===== src/rtl/scfp_pkg.sv =====
// Package for the serial command frame parser: field widths, stream packing
// offsets, register indexes and dispatch action codes. No dependencies.
`default_nettype none

package scfp_pkg;

  localparam int unsigned ByteW   = 8;
  localparam int unsigned LenW    = 16;
  localparam int unsigned ActionW = 3;
  localparam int unsigned PhaseW  = 3;

  // Result tdata layout, lowest bit first
  localparam int unsigned OutDataW  = 80;
  localparam int unsigned PvLo      = 0;
  localparam int unsigned PposLo    = 8;
  localparam int unsigned CmdLo     = 24;
  localparam int unsigned FlenLo    = 32;
  localparam int unsigned ActLo     = 48;
  localparam int unsigned AvalLo    = 51;
  localparam int unsigned AckBit    = 59;
  localparam int unsigned StatLo    = 60;
  localparam int unsigned CsOkBit   = 68;
  localparam int unsigned RxCsLo    = 69;
  localparam int unsigned UsedW     = 77;

  // Configuration port
  localparam int unsigned PaddrW    = 4;
  localparam int unsigned PdataW    = 32;
  localparam logic [1:0]  RegStart   = 2'd0;
  localparam logic [1:0]  RegMaxLen  = 2'd1;
  localparam logic [1:0]  RegCsEnf   = 2'd2;

  localparam logic [ByteW-1:0] StartReset  = 8'hA5;
  localparam logic [LenW-1:0]  MaxLenReset = 16'd2000;
  localparam logic [ByteW-1:0] StatUnknown = 8'hFF;

  // Command bytes
  localparam logic [ByteW-1:0] CmdPing     = 8'h01;
  localparam logic [ByteW-1:0] CmdChannel  = 8'h02;
  localparam logic [ByteW-1:0] CmdTransmit = 8'h03;
  localparam logic [ByteW-1:0] CmdSniffer  = 8'h04;
  localparam logic [ByteW-1:0] CmdScan     = 8'h05;

  // Dispatch actions
  localparam logic [ActionW-1:0] ActPing     = 3'd0;
  localparam logic [ActionW-1:0] ActChannel  = 3'd1;
  localparam logic [ActionW-1:0] ActTransmit = 3'd2;
  localparam logic [ActionW-1:0] ActSniffer  = 3'd3;
  localparam logic [ActionW-1:0] ActScan     = 3'd4;
  localparam logic [ActionW-1:0] ActUnknown  = 3'd5;
  localparam logic [ActionW-1:0] ActIgnored  = 3'd6;
  localparam logic [ActionW-1:0] ActCsDrop   = 3'd7;

  localparam logic KindPayload  = 1'b0;
  localparam logic KindFrameEnd = 1'b1;

endpackage

`default_nettype wire


===== src/rtl/serial_command_frame_parser_unit.sv =====
// Serial command frame parser top level: frame state machine, dispatch
// decode, output register and APB configuration registers. Uses scfp_pkg.
`default_nettype none

// Takes one received byte per transaction on the slave stream and parses
// frames of start byte, command, 16-bit little-endian length, payload and an
// XOR checksum byte. Every payload byte leaves as a result with tuser = 0;
// the checksum byte closes the frame with a result with tuser = 1 carrying
// command, length, checksum verdict and dispatch action. Header bytes and
// oversize frames give no result. The block takes one byte per cycle: the
// parse state updates in the cycle a byte is accepted and its result sits in
// a single output register, so a byte is taken whenever that register is
// empty or is being drained in the same cycle. A result appears in the cycle
// after its byte. Registers: 0x0 start marker, 0x4 max payload length,
// 0x8 checksum enforce; write them only while no frame is in flight.
module serial_command_frame_parser_unit (
  input  wire logic        clk_i,
  input  wire logic        rst_ni,
  // slave stream
  input  wire logic        s_axis_tvalid,
  output      logic        s_axis_tready,
  input  wire logic [7:0]  s_axis_tdata,   // [7:0] rx_byte
  // master stream
  output      logic        m_axis_tvalid,
  input  wire logic        m_axis_tready,
  // [7:0] payload_value, [23:8] payload_position, [31:24] frame_cmd,
  // [47:32] frame_len, [50:48] action, [58:51] action_value, [59] host_ack,
  // [67:60] ack_status, [68] checksum_ok, [76:69] received_checksum, zero pad
  output      logic [79:0] m_axis_tdata,
  output      logic        m_axis_tuser,   // [0] item_kind
  // APB configuration port
  input  wire logic        psel,
  input  wire logic        penable,
  input  wire logic        pwrite,
  input  wire logic [3:0]  paddr,
  input  wire logic [31:0] pwdata,
  output      logic [31:0] prdata,
  output      logic        pready
);

  localparam logic [scfp_pkg::PhaseW-1:0] PhIdle   = 3'd0;
  localparam logic [scfp_pkg::PhaseW-1:0] PhCmd    = 3'd1;
  localparam logic [scfp_pkg::PhaseW-1:0] PhLenLo  = 3'd2;
  localparam logic [scfp_pkg::PhaseW-1:0] PhLenHi  = 3'd3;
  localparam logic [scfp_pkg::PhaseW-1:0] PhData   = 3'd4;
  localparam logic [scfp_pkg::PhaseW-1:0] PhCsum   = 3'd5;

  // configuration
  logic [7:0]  start_q;
  logic [15:0] max_len_q;
  logic        cs_enf_q;
  logic        cfg_wr;

  // parse state
  logic [scfp_pkg::PhaseW-1:0] phase_q, phase_d;
  logic [7:0]  cmd_q, cmd_d;
  logic [15:0] len_q, len_d;
  logic [15:0] cnt_q, cnt_d;
  logic [7:0]  xor_q, xor_d;
  logic [7:0]  first_q, first_d;

  // output register
  logic        out_vld_q, out_vld_d;
  logic        kind_q, kind_d;
  logic [scfp_pkg::UsedW-1:0] res_q, res_d;

  logic        in_acc;
  logic        has_res;
  logic [7:0]  b;
  logic [15:0] cnt_inc;
  logic [15:0] len_full;

  // frame end decode
  logic                          cs_ok;
  logic                          has_data;
  logic [scfp_pkg::ActionW-1:0]  act;
  logic                          ack;
  logic [7:0]                    stat;
  logic [7:0]                    aval;

  assign pready = 1'b1;
  assign cfg_wr = psel && penable && pwrite;

  always_comb begin
    case (paddr[3:2])
      scfp_pkg::RegStart:  prdata = {24'd0, start_q};
      scfp_pkg::RegMaxLen: prdata = {16'd0, max_len_q};
      scfp_pkg::RegCsEnf:  prdata = {31'd0, cs_enf_q};
      default:             prdata = '0;
    endcase
  end

  always_ff @(posedge clk_i or negedge rst_ni) begin
    if (!rst_ni) begin
      start_q   <= scfp_pkg::StartReset;
      max_len_q <= scfp_pkg::MaxLenReset;
      cs_enf_q  <= 1'b0;
    end else if (cfg_wr) begin
      case (paddr[3:2])
        scfp_pkg::RegStart:  start_q   <= pwdata[7:0];
        scfp_pkg::RegMaxLen: max_len_q <= pwdata[15:0];
        scfp_pkg::RegCsEnf:  cs_enf_q  <= pwdata[0];
        default: ;
      endcase
    end
  end

  // Take a byte whenever the output register is free or drains this cycle
  assign s_axis_tready = !out_vld_q || m_axis_tready;
  assign in_acc        = s_axis_tvalid && s_axis_tready;
  assign b             = s_axis_tdata;
  assign cnt_inc       = cnt_q + 16'd1;
  assign len_full      = {b, len_q[7:0]};

  always_comb begin
    cs_ok    = (b == xor_q);
    has_data = (len_q != 16'd0);
    act      = scfp_pkg::ActUnknown;
    ack      = 1'b0;
    stat     = 8'd0;
    aval     = 8'd0;
    if (cs_enf_q && !cs_ok) begin
      act = scfp_pkg::ActCsDrop;
    end else begin
      case (cmd_q)
        scfp_pkg::CmdPing: begin
          act = scfp_pkg::ActPing;
          ack = 1'b1;
        end
        scfp_pkg::CmdChannel:
          act = has_data ? scfp_pkg::ActChannel : scfp_pkg::ActIgnored;
        scfp_pkg::CmdTransmit:
          act = scfp_pkg::ActTransmit;
        scfp_pkg::CmdSniffer:
          act = has_data ? scfp_pkg::ActSniffer : scfp_pkg::ActIgnored;
        scfp_pkg::CmdScan:
          act = has_data ? scfp_pkg::ActScan : scfp_pkg::ActIgnored;
        default: begin
          act  = scfp_pkg::ActUnknown;
          ack  = 1'b1;
          stat = scfp_pkg::StatUnknown;
        end
      endcase
      if (act inside {scfp_pkg::ActChannel, scfp_pkg::ActSniffer, scfp_pkg::ActScan}) begin
        ack  = 1'b1;
        aval = first_q;
      end
    end
  end

  always_comb begin
    phase_d = phase_q;
    cmd_d   = cmd_q;
    len_d   = len_q;
    cnt_d   = cnt_q;
    xor_d   = xor_q;
    first_d = first_q;
    has_res = 1'b0;
    kind_d  = scfp_pkg::KindPayload;
    res_d   = '0;
    res_d[scfp_pkg::CmdLo  +: 8]  = cmd_q;
    res_d[scfp_pkg::FlenLo +: 16] = len_q;
    case (phase_q)
      PhCmd: begin
        cmd_d   = b;
        phase_d = PhLenLo;
      end
      PhLenLo: begin
        len_d   = {8'd0, b};
        phase_d = PhLenHi;
      end
      PhLenHi: begin
        len_d = len_full;
        if (len_full > max_len_q) begin
          phase_d = PhIdle;
        end else begin
          cnt_d   = 16'd0;
          xor_d   = 8'd0;
          first_d = 8'd0;
          phase_d = (len_full == 16'd0) ? PhCsum : PhData;
        end
      end
      PhData: begin
        if (cnt_q == 16'd0) first_d = b;
        has_res = 1'b1;
        res_d[scfp_pkg::PvLo   +: 8]  = b;
        res_d[scfp_pkg::PposLo +: 16] = cnt_q;
        xor_d = xor_q ^ b;
        cnt_d = cnt_inc;
        if (cnt_inc >= len_q) phase_d = PhCsum;
      end
      PhCsum: begin
        has_res = 1'b1;
        kind_d  = scfp_pkg::KindFrameEnd;
        res_d[scfp_pkg::ActLo  +: scfp_pkg::ActionW] = act;
        res_d[scfp_pkg::AvalLo +: 8] = aval;
        res_d[scfp_pkg::AckBit]      = ack;
        res_d[scfp_pkg::StatLo +: 8] = stat;
        res_d[scfp_pkg::CsOkBit]     = cs_ok;
        res_d[scfp_pkg::RxCsLo +: 8] = b;
        phase_d = PhIdle;
      end
      default: begin
        // idle and the unused codes wait for the start byte
        phase_d = (b == start_q) ? PhCmd : PhIdle;
      end
    endcase
  end

  assign out_vld_d = (in_acc && has_res) || (out_vld_q && !m_axis_tready);

  always_ff @(posedge clk_i or negedge rst_ni) begin
    if (!rst_ni) begin
      phase_q   <= PhIdle;
      cmd_q     <= '0;
      len_q     <= '0;
      cnt_q     <= '0;
      xor_q     <= '0;
      first_q   <= '0;
      out_vld_q <= 1'b0;
    end else begin
      out_vld_q <= out_vld_d;
      if (in_acc) begin
        phase_q <= phase_d;
        cmd_q   <= cmd_d;
        len_q   <= len_d;
        cnt_q   <= cnt_d;
        xor_q   <= xor_d;
        first_q <= first_d;
      end
    end
  end

  // result payload: load only with a new result
  always_ff @(posedge clk_i) begin
    if (in_acc && has_res) begin
      kind_q <= kind_d;
      res_q  <= res_d;
    end
  end

  assign m_axis_tvalid = out_vld_q;
  assign m_axis_tuser  = kind_q;
  assign m_axis_tdata  = {{(scfp_pkg::OutDataW - scfp_pkg::UsedW){1'b0}}, res_q};

  // parse phase never leaves the defined codes
  assert property (@(posedge clk_i) disable iff (!rst_ni) phase_q <= PhCsum)
    else $error("parse phase out of range");

  // while in the payload phase the count stays below the declared length
  assert property (@(posedge clk_i) disable iff (!rst_ni)
    (phase_q == PhData) |-> (cnt_q < len_q))
    else $error("payload count reached length in payload phase");

  // a frame end without acknowledge carries zero status
  assert property (@(posedge clk_i) disable iff (!rst_ni)
    (out_vld_q && kind_q == scfp_pkg::KindFrameEnd && !res_q[scfp_pkg::AckBit])
      |-> (res_q[scfp_pkg::StatLo +: 8] == 8'd0))
    else $error("ack status without acknowledge");

  // a checksum drop only happens on a mismatch
  assert property (@(posedge clk_i) disable iff (!rst_ni)
    (out_vld_q && kind_q == scfp_pkg::KindFrameEnd &&
     res_q[scfp_pkg::ActLo +: scfp_pkg::ActionW] == scfp_pkg::ActCsDrop)
      |-> !res_q[scfp_pkg::CsOkBit])
    else $error("checksum drop with good checksum");

endmodule

`default_nettype wire


===== config.mk =====
export PLATFORM = sky130hd
export DESIGN_NAME = serial_command_frame_parser_unit
export DESIGN_NICKNAME = d
export VERILOG_FILES = /design/src/rtl/scfp_pkg.sv /design/src/rtl/serial_command_frame_parser_unit.sv
export SDC_FILE = /design/constraint.sdc
export NUM_CORES = 1
export LEC_CHECK = 0
export BUFFER_PORTS_ARGS = -buffer_cell sky130_fd_sc_hd__buf_2
export CORE_UTILIZATION = 55
export DETAILED_ROUTE_END_ITERATION = 16
export PLACE_DENSITY = 0.76
export REMOVE_ABC_BUFFERS = 1
export SKIP_CTS_REPAIR_TIMING = 1
export SLEW_MARGIN = 40
export SYNTH_ARGS = -nofsm -noshare
export SYNTH_HDL_FRONTEND = slang
export SYNTH_SLANG_ARGS = --single-unit

===== constraint.sdc =====
create_clock -name clk_i -period 4.1 [get_ports clk_i]
set_clock_uncertainty 0.05 [all_clocks]
set_input_delay 0.205 -clock clk_i [delete_from_list [all_inputs] [get_ports clk_i]]
set_output_delay 0.205 -clock clk_i [all_outputs]
set_load 0.03 [all_outputs]

# Word-level counts from Yosys, hierarchy flattened
# Index checks and enable logic that the tools add are counted.
# op_classes
addsub,1
n_lt_le_gt_ge,2
n_eq_ne,20
n_mux,24
bitwise,4
reduce_logical,32
# op_table
operator,count
$pmux W16 S2,2
$pmux W16 S3,1
$logic_not A16 Y1,2
$pmux W8 S2,2
$pmux W3 S5,2
$mux W8,3
$mux W3,6
$add A16 B1 Y16 const B,1
$eq A8 B2 Y1 const B,2
$eq A8 B3 Y1 const B,2
$eq A8 B8 Y1,2
$ge A16 B16 Y1,1
$gt A16 B16 Y1,1
$mux W16,1
$reduce_bool A16 Y1,1
$reduce_and A2 Y1,6
$eq A3 B2 Y1 const B,3
$eq A3 B3 Y1 const B,3
$eq A8 B1 Y1 const B,1
$xor A8 B8 Y8,1
$eq A3 B1 Y1 const B,2
$logic_and A1 B1 Y1,6
$mux W1,6
$ne A2 B2 Y1 const B,3
15 further kinds,23
# word_totals
regBits,163
in_bits,51
output_inout_bits,116

# Longest topological paths before layout
# logic_depth
depth_word,8
ltp_mapped,15
mapped_depth_nobuf,13

# Least setup slack after synthesis
# OpenSTA, ideal clock, no wires.
# synth_path
kind,register to register
from,"register out_vld_q, in the netlist m_axis_tvalid"
to,"register kind_q, in the netlist m_axis_tuser, enable pin"
arrival_ns,2.617
t_required_ns,3.625
path_slack_ns,1.007
path_stages_with_launch,6
path_cell_list,dfrtp_1 > or2b_2 > and2_1 > clkbuf_1 > nand2_1 > inv_1
# synth_via
elab_chain_cells,4
# synth_lines
element,line,rtl
start: declaration,serial_command_frame_parser_unit.sv:63,"logic out_vld_q, out_vld_d;"
start signal: assignment,serial_command_frame_parser_unit.sv:222,out_vld_q <= out_vld_d;
$logic_not A1 Y1,serial_command_frame_parser_unit.sv:109,assign s_axis_tready = !out_vld_q || m_axis_tready;
$logic_or A1 B1 Y1,serial_command_frame_parser_unit.sv:109,
named net s_axis_tready,serial_command_frame_parser_unit.sv:21,"output logic s_axis_tready,"
$logic_and A1 B1 Y1,serial_command_frame_parser_unit.sv:110,assign in_acc = s_axis_tvalid && s_axis_tready;
$logic_and A1 B1 Y1,serial_command_frame_parser_unit.sv:236,if (in_acc && has_res) begin
end signal: assignment,serial_command_frame_parser_unit.sv:237,kind_q <= kind_d;
end: declaration,serial_command_frame_parser_unit.sv:64,"logic kind_q, kind_d;"
# The timed path passes the listed nets, and every way through them passes these cells.
# A chain may end at the register's enable or synchronous reset.

# Worst setup path after layout
# layout_path
from,register cnt_q[2]
to,register phase_q[0] (netlist name)
# layout_via
elab_chain_cells,4
# layout_lines
element,line,rtl
start: declaration,serial_command_frame_parser_unit.sv:58,"logic [15:0] cnt_q, cnt_d;"
start signal: assignment,serial_command_frame_parser_unit.sv:227,cnt_q <= cnt_d;
$add A16 B1 Y16,serial_command_frame_parser_unit.sv:112,assign cnt_inc = cnt_q + 16'd1;
$ge A16 B16 Y1,serial_command_frame_parser_unit.sv:190,if (cnt_inc >= len_q) phase_d = PhCsum;
$ne A2 B2 Y1 (no source line),--,
$reduce_and A2 Y1 (no source line),--,
end signal: assignment,serial_command_frame_parser_unit.sv:214,phase_q <= PhIdle;
end signal: assignment,serial_command_frame_parser_unit.sv:224,phase_q <= phase_d;
end: declaration,serial_command_frame_parser_unit.sv:55,"logic [scfp_pkg::PhaseW-1:0] phase_q, phase_d;"
# Every way passes these cells.

==> results.sh <==
export IMPL_syn_area_mm2=0.00804
export IMPL_hold_start="pwdata[0]"
export IMPL_finalHoldViolations=0
export IMPL_place_inst=977
export IMPL_fillers=1055
export IMPL_final_nets=919
export IMPL_min_period_ns=3.37
export IMPL_hp_class="input port to flop"
export IMPL_cp_required_ns=4.36
export IMPL_cp_startpoint="cnt_q[2]"
export IMPL_cp_max_fo=8
export IMPL_setup_violations=0
export IMPL_final_area_mm2=0.00932
export IMPL_period_share=0.821
export IMPL_grt_ovfl_total=0
export IMPL_vias=5779
export IMPL_ir_drop_v=0.000351
export IMPL_clk_pin_slew_ns=0.06
export IMPL_critPathMaxStageDelay_ns=0.47
export IMPL_synth_edff_count=71
export IMPL_slew_limit_headroom=0.527
export IMPL_synthArstFlopShare=0.545
export IMPL_synth_compound_area_frac=0.109
export IMPL_synth_cells=708
export IMPL_worst_pin_slew_ns=0.706
export IMPL_p_per_area_mw_per_mm2=600
export IMPL_numPortBuffers=128
export IMPL_crit_arrival_ns=3.63
export IMPL_total_leakage_power_nw=4.13
export IMPL_slowest_stage="dfrtp_1"
export IMPL_core_area_mm2=0.0141
export IMPL_critical_path_buf_inv_count=0
export IMPL_ys_warn_count=0
export IMPL_drt_pass1_iterations=5
export IMPL_cp_common_cell="and3_1"
export IMPL_grt_start_max_net_pins=86
export IMPL_viasPerCell=5.64
export IMPL_synth_fa_ha_area_frac=0.0560
export IMPL_cts_sinks=156
export IMPL_reg2reg_slack_ns=0.73
export IMPL_dpl_hpwl_um=12100
export IMPL_grt_pass1_wl_um=28300
export IMPL_start_kind="flop"
export IMPL_ys_ff_latch=156
export IMPL_antenna_found_initial=0
export IMPL_drtIter0Drc=442
export IMPL_critical_path_endpoint_type="flop"
export IMPL_syn_area_per_cell_um2=11.4
export IMPL_post_route_drc_count=0
export IMPL_area_growth_pct=15.9
export IMPL_fp_dieW_um=123
export IMPL_r2r_start="cnt_q[2]"
export IMPL_rsz0062_at_grt="false"
export IMPL_finalWirelength_um=17900
export IMPL_maxSlewViolCount=0
export IMPL_maxCapViolCount=0
export IMPL_start_util=0.571
export IMPL_synth_mux_area_frac=0.0476
export IMPL_gp_congestion=0.878
export IMPL_rows=43
export IMPL_n_antenna_cell=0
export IMPL_final_cell_count_no_fill=1025
export IMPL_rr_endpoint="phase_q[0]"
export IMPL_finalSetupTns_ns=0
export IMPL_clock_path_buffers=2
export IMPL_synth_flop_cell="dfrtp_1"
export IMPL_root_buffer="clkbuf_16"
export IMPL_dpl_cell_area_mm2=0.00855
export IMPL_htreeDepth=4
export IMPL_synthSimpleGateAreaFrac=0.143
export IMPL_worstHoldEndpoint="start_q[0]"
export IMPL_grt_pass1_vias=5620
export IMPL_critPathKind="flop to flop"
export IMPL_pin_count=167
export IMPL_postRouteAntennaNets=0
export IMPL_rr_worst_depth=13
export IMPL_fmax_mhz=297
export IMPL_drive_gt1_frac=0.272
export IMPL_synth_top_family_by_area="simple AND/OR/NAND/NOR gates"
export IMPL_die_h_um=123
export IMPL_whs_path_depth=2
export IMPL_synthXorXnorAreaFrac=0.0327
export IMPL_ys_seq_area_frac=0.531
export IMPL_run_status="completed"
export IMPL_track_usage=0.249
export IMPL_cts_buffers=17
export IMPL_cts_tree="yes"
export IMPL_crit_path_cell_trace="and3_1, and3_1, nand3_1, nor2_1, xor2_1, ha_1, a21oi_1, nand2_1, a2111oi_0, o311a_1, a211o_2, a31oi_1, a22o_1"
export IMPL_yosysUniqueCellTypes=57
export IMPL_die_area_mm2=0.0151
export IMPL_cpLargestDelayFamily="compound AO/OA/AOI/OAI gates"
export IMPL_worstSkewPairLatency_ns=0.42
export IMPL_wl_per_cell_um=17.5
-- per-layer routing --
metal,vias to the layer above,track usage,share of wire
met5,-,0,0
met4,0,0.103,0.030
met3,49,0.0549,0.071
met2,270,0.402,0.47
met1,2771,0.327,0.42
li1,2689,-,-
-- report_power, final --
part | leakage [nW] | internal (mW) | switching [mW]
clock | 0.300 | 0.974 | 0.623
combinational | 2.10 | 0.630 | 1.05
sequential | 1.73 | 2.01 | 0.307
total | 4.13 | 3.61 | 1.98
-- cells by family (layout without fill, tap and decap cells) --
logic type | Yosys count | count (layout)
AND/OR/NAND/NOR | 220 | 220
other | 2 | 20
AO/OA/AOI/OAI | 126 | 126
multiplexers | 35 | 35
buffers and inverters | 103 | 222
flip-flops | 156 | 156
adder cells (fa/ha/maj) | 36 | 36
XOR/XNOR | 30 | 30
-- layout by cell type, fill, tap and decap left out, drive strengths merged, types with 10 or more instances in the layout --
cell and instances:
buf 133, dfrtp 75, edfxtp 71, nand2 68
o21ai 47, inv 42, and2 41, ha 36
a21oi 36, nor2 31, mux2 26, nand3 21
xor2 20, conb 20, clkbuf 19, dlygate4sd3 16
nor4 15, and3 14, o21a 12, xnor2 10
dfstp 10
-- worst max-delay path by stage --
| stage | to | slack (ns) | cells after the start |
|---|---|---|---|
| floorplan | cnt_q[15] | 0.97 | 5 |
| global placement | phase_q[0] | 0.87 | 13 |
| detailed placement | phase_q[0] | 0.77 | 13 |
| CTS | phase_q[0] | 0.77 | 13 |
| global route | phase_q[0] | 0.40 | 13 |
| finish | phase_q[0] | 0.73 | 13 |
-- flip-flops by register name, summed over array words and instances (netlist names) --
name           count
phase_q            3
cmd_q              8
len_q             16
cs_enf_q           1
first_q            8
start_q            8
res_q             70
cnt_q             16
m_axis_tvalid      1
xor_q              8
max_len_q         16
m_axis_tuser       1
-- Yosys cell counts (2+ instances only) --
master | number | area [um^2]
a211oi_1 | 4 | 30.0
a21oi_1 | 26 | 130
a21oi_4 | 10 | 163
a22o_1 | 7 | 61.3
a31oi_1 | 9 | 56.3
and2_1 | 40 | 250
and3_1 | 14 | 87.6
and4_1 | 2 | 17.5
buf_2 | 2 | 10.0
buf_4 | 29 | 218
buf_6 | 6 | 67.6
clkbuf_1 | 16 | 60.1
clkbuf_8 | 8 | 110
conb_1 | 2 | 7.51
dfrtp_1 | 75 | 1880
dfstp_2 | 10 | 263
edfxtp_1 | 71 | 2130
ha_1 | 36 | 450
inv_1 | 39 | 146
mux2_2 | 26 | 293
mux2i_1 | 9 | 90.1
nand2_1 | 67 | 251
nand2b_1 | 4 | 25.0
nand3_1 | 20 | 100
nand4_1 | 7 | 43.8
nand4_2 | 2 | 25.0
nor2_1 | 30 | 113
nor2b_1 | 4 | 25.0
nor3_1 | 6 | 30.0
nor4_1 | 14 | 87.6
o21a_1 | 12 | 90.1
o21ai_0 | 47 | 235
o22ai_1 | 2 | 12.5
xnor2_1 | 10 | 87.6
xor2_1 | 20 | 175
-- worst register-to-register path: stages, from the launching register on --
cell and delay (ns):
dfrtp_1 0.47, and3_1 0.23, and3_1 0.28, nand3_1 0.27, nor2_1 0.20, xor2_1 0.21
ha_1 0.30, a21oi_1 0.17, nand2_1 0.08, a2111oi_0 0.36, o311a_1 0.25, a211o_2 0.14
a31oi_1 0.05, a22o_1 0.21
-- metrics by stage --
| step | utilization | hold WS, ns | setup slack [ns] | total power, mW |
|---|---|---|---|---|
| after floorplan | - | -0.141 | 0.971 | 3.47 |
| after global placement | 0.606 | 0.361 | 0.871 | 3.86 |
| after detailed placement | 0.606 | 0.274 | 0.774 | 3.96 |
| after CTS | 0.650 | -0.171 | 0.773 | 5.58 |
| after global routing | 0.661 | 0.00918 | 0.402 | 5.89 |
| final | 0.661 | 0.0197 | 0.732 | 5.59 |
-- area by class of cell --
cell class                 instances  area (um^2)  share of cell area
clock buffer                      18          439              0.0471
timing repair buffer             150          855              0.0917
clock inverter                    14          169              0.0181
sequential                       156         4270               0.458
tap                              180          225              0.0242
inverter                          40          150              0.0161
multi-input combinational        467         3210               0.345
(Power assumes the default switching activity.)
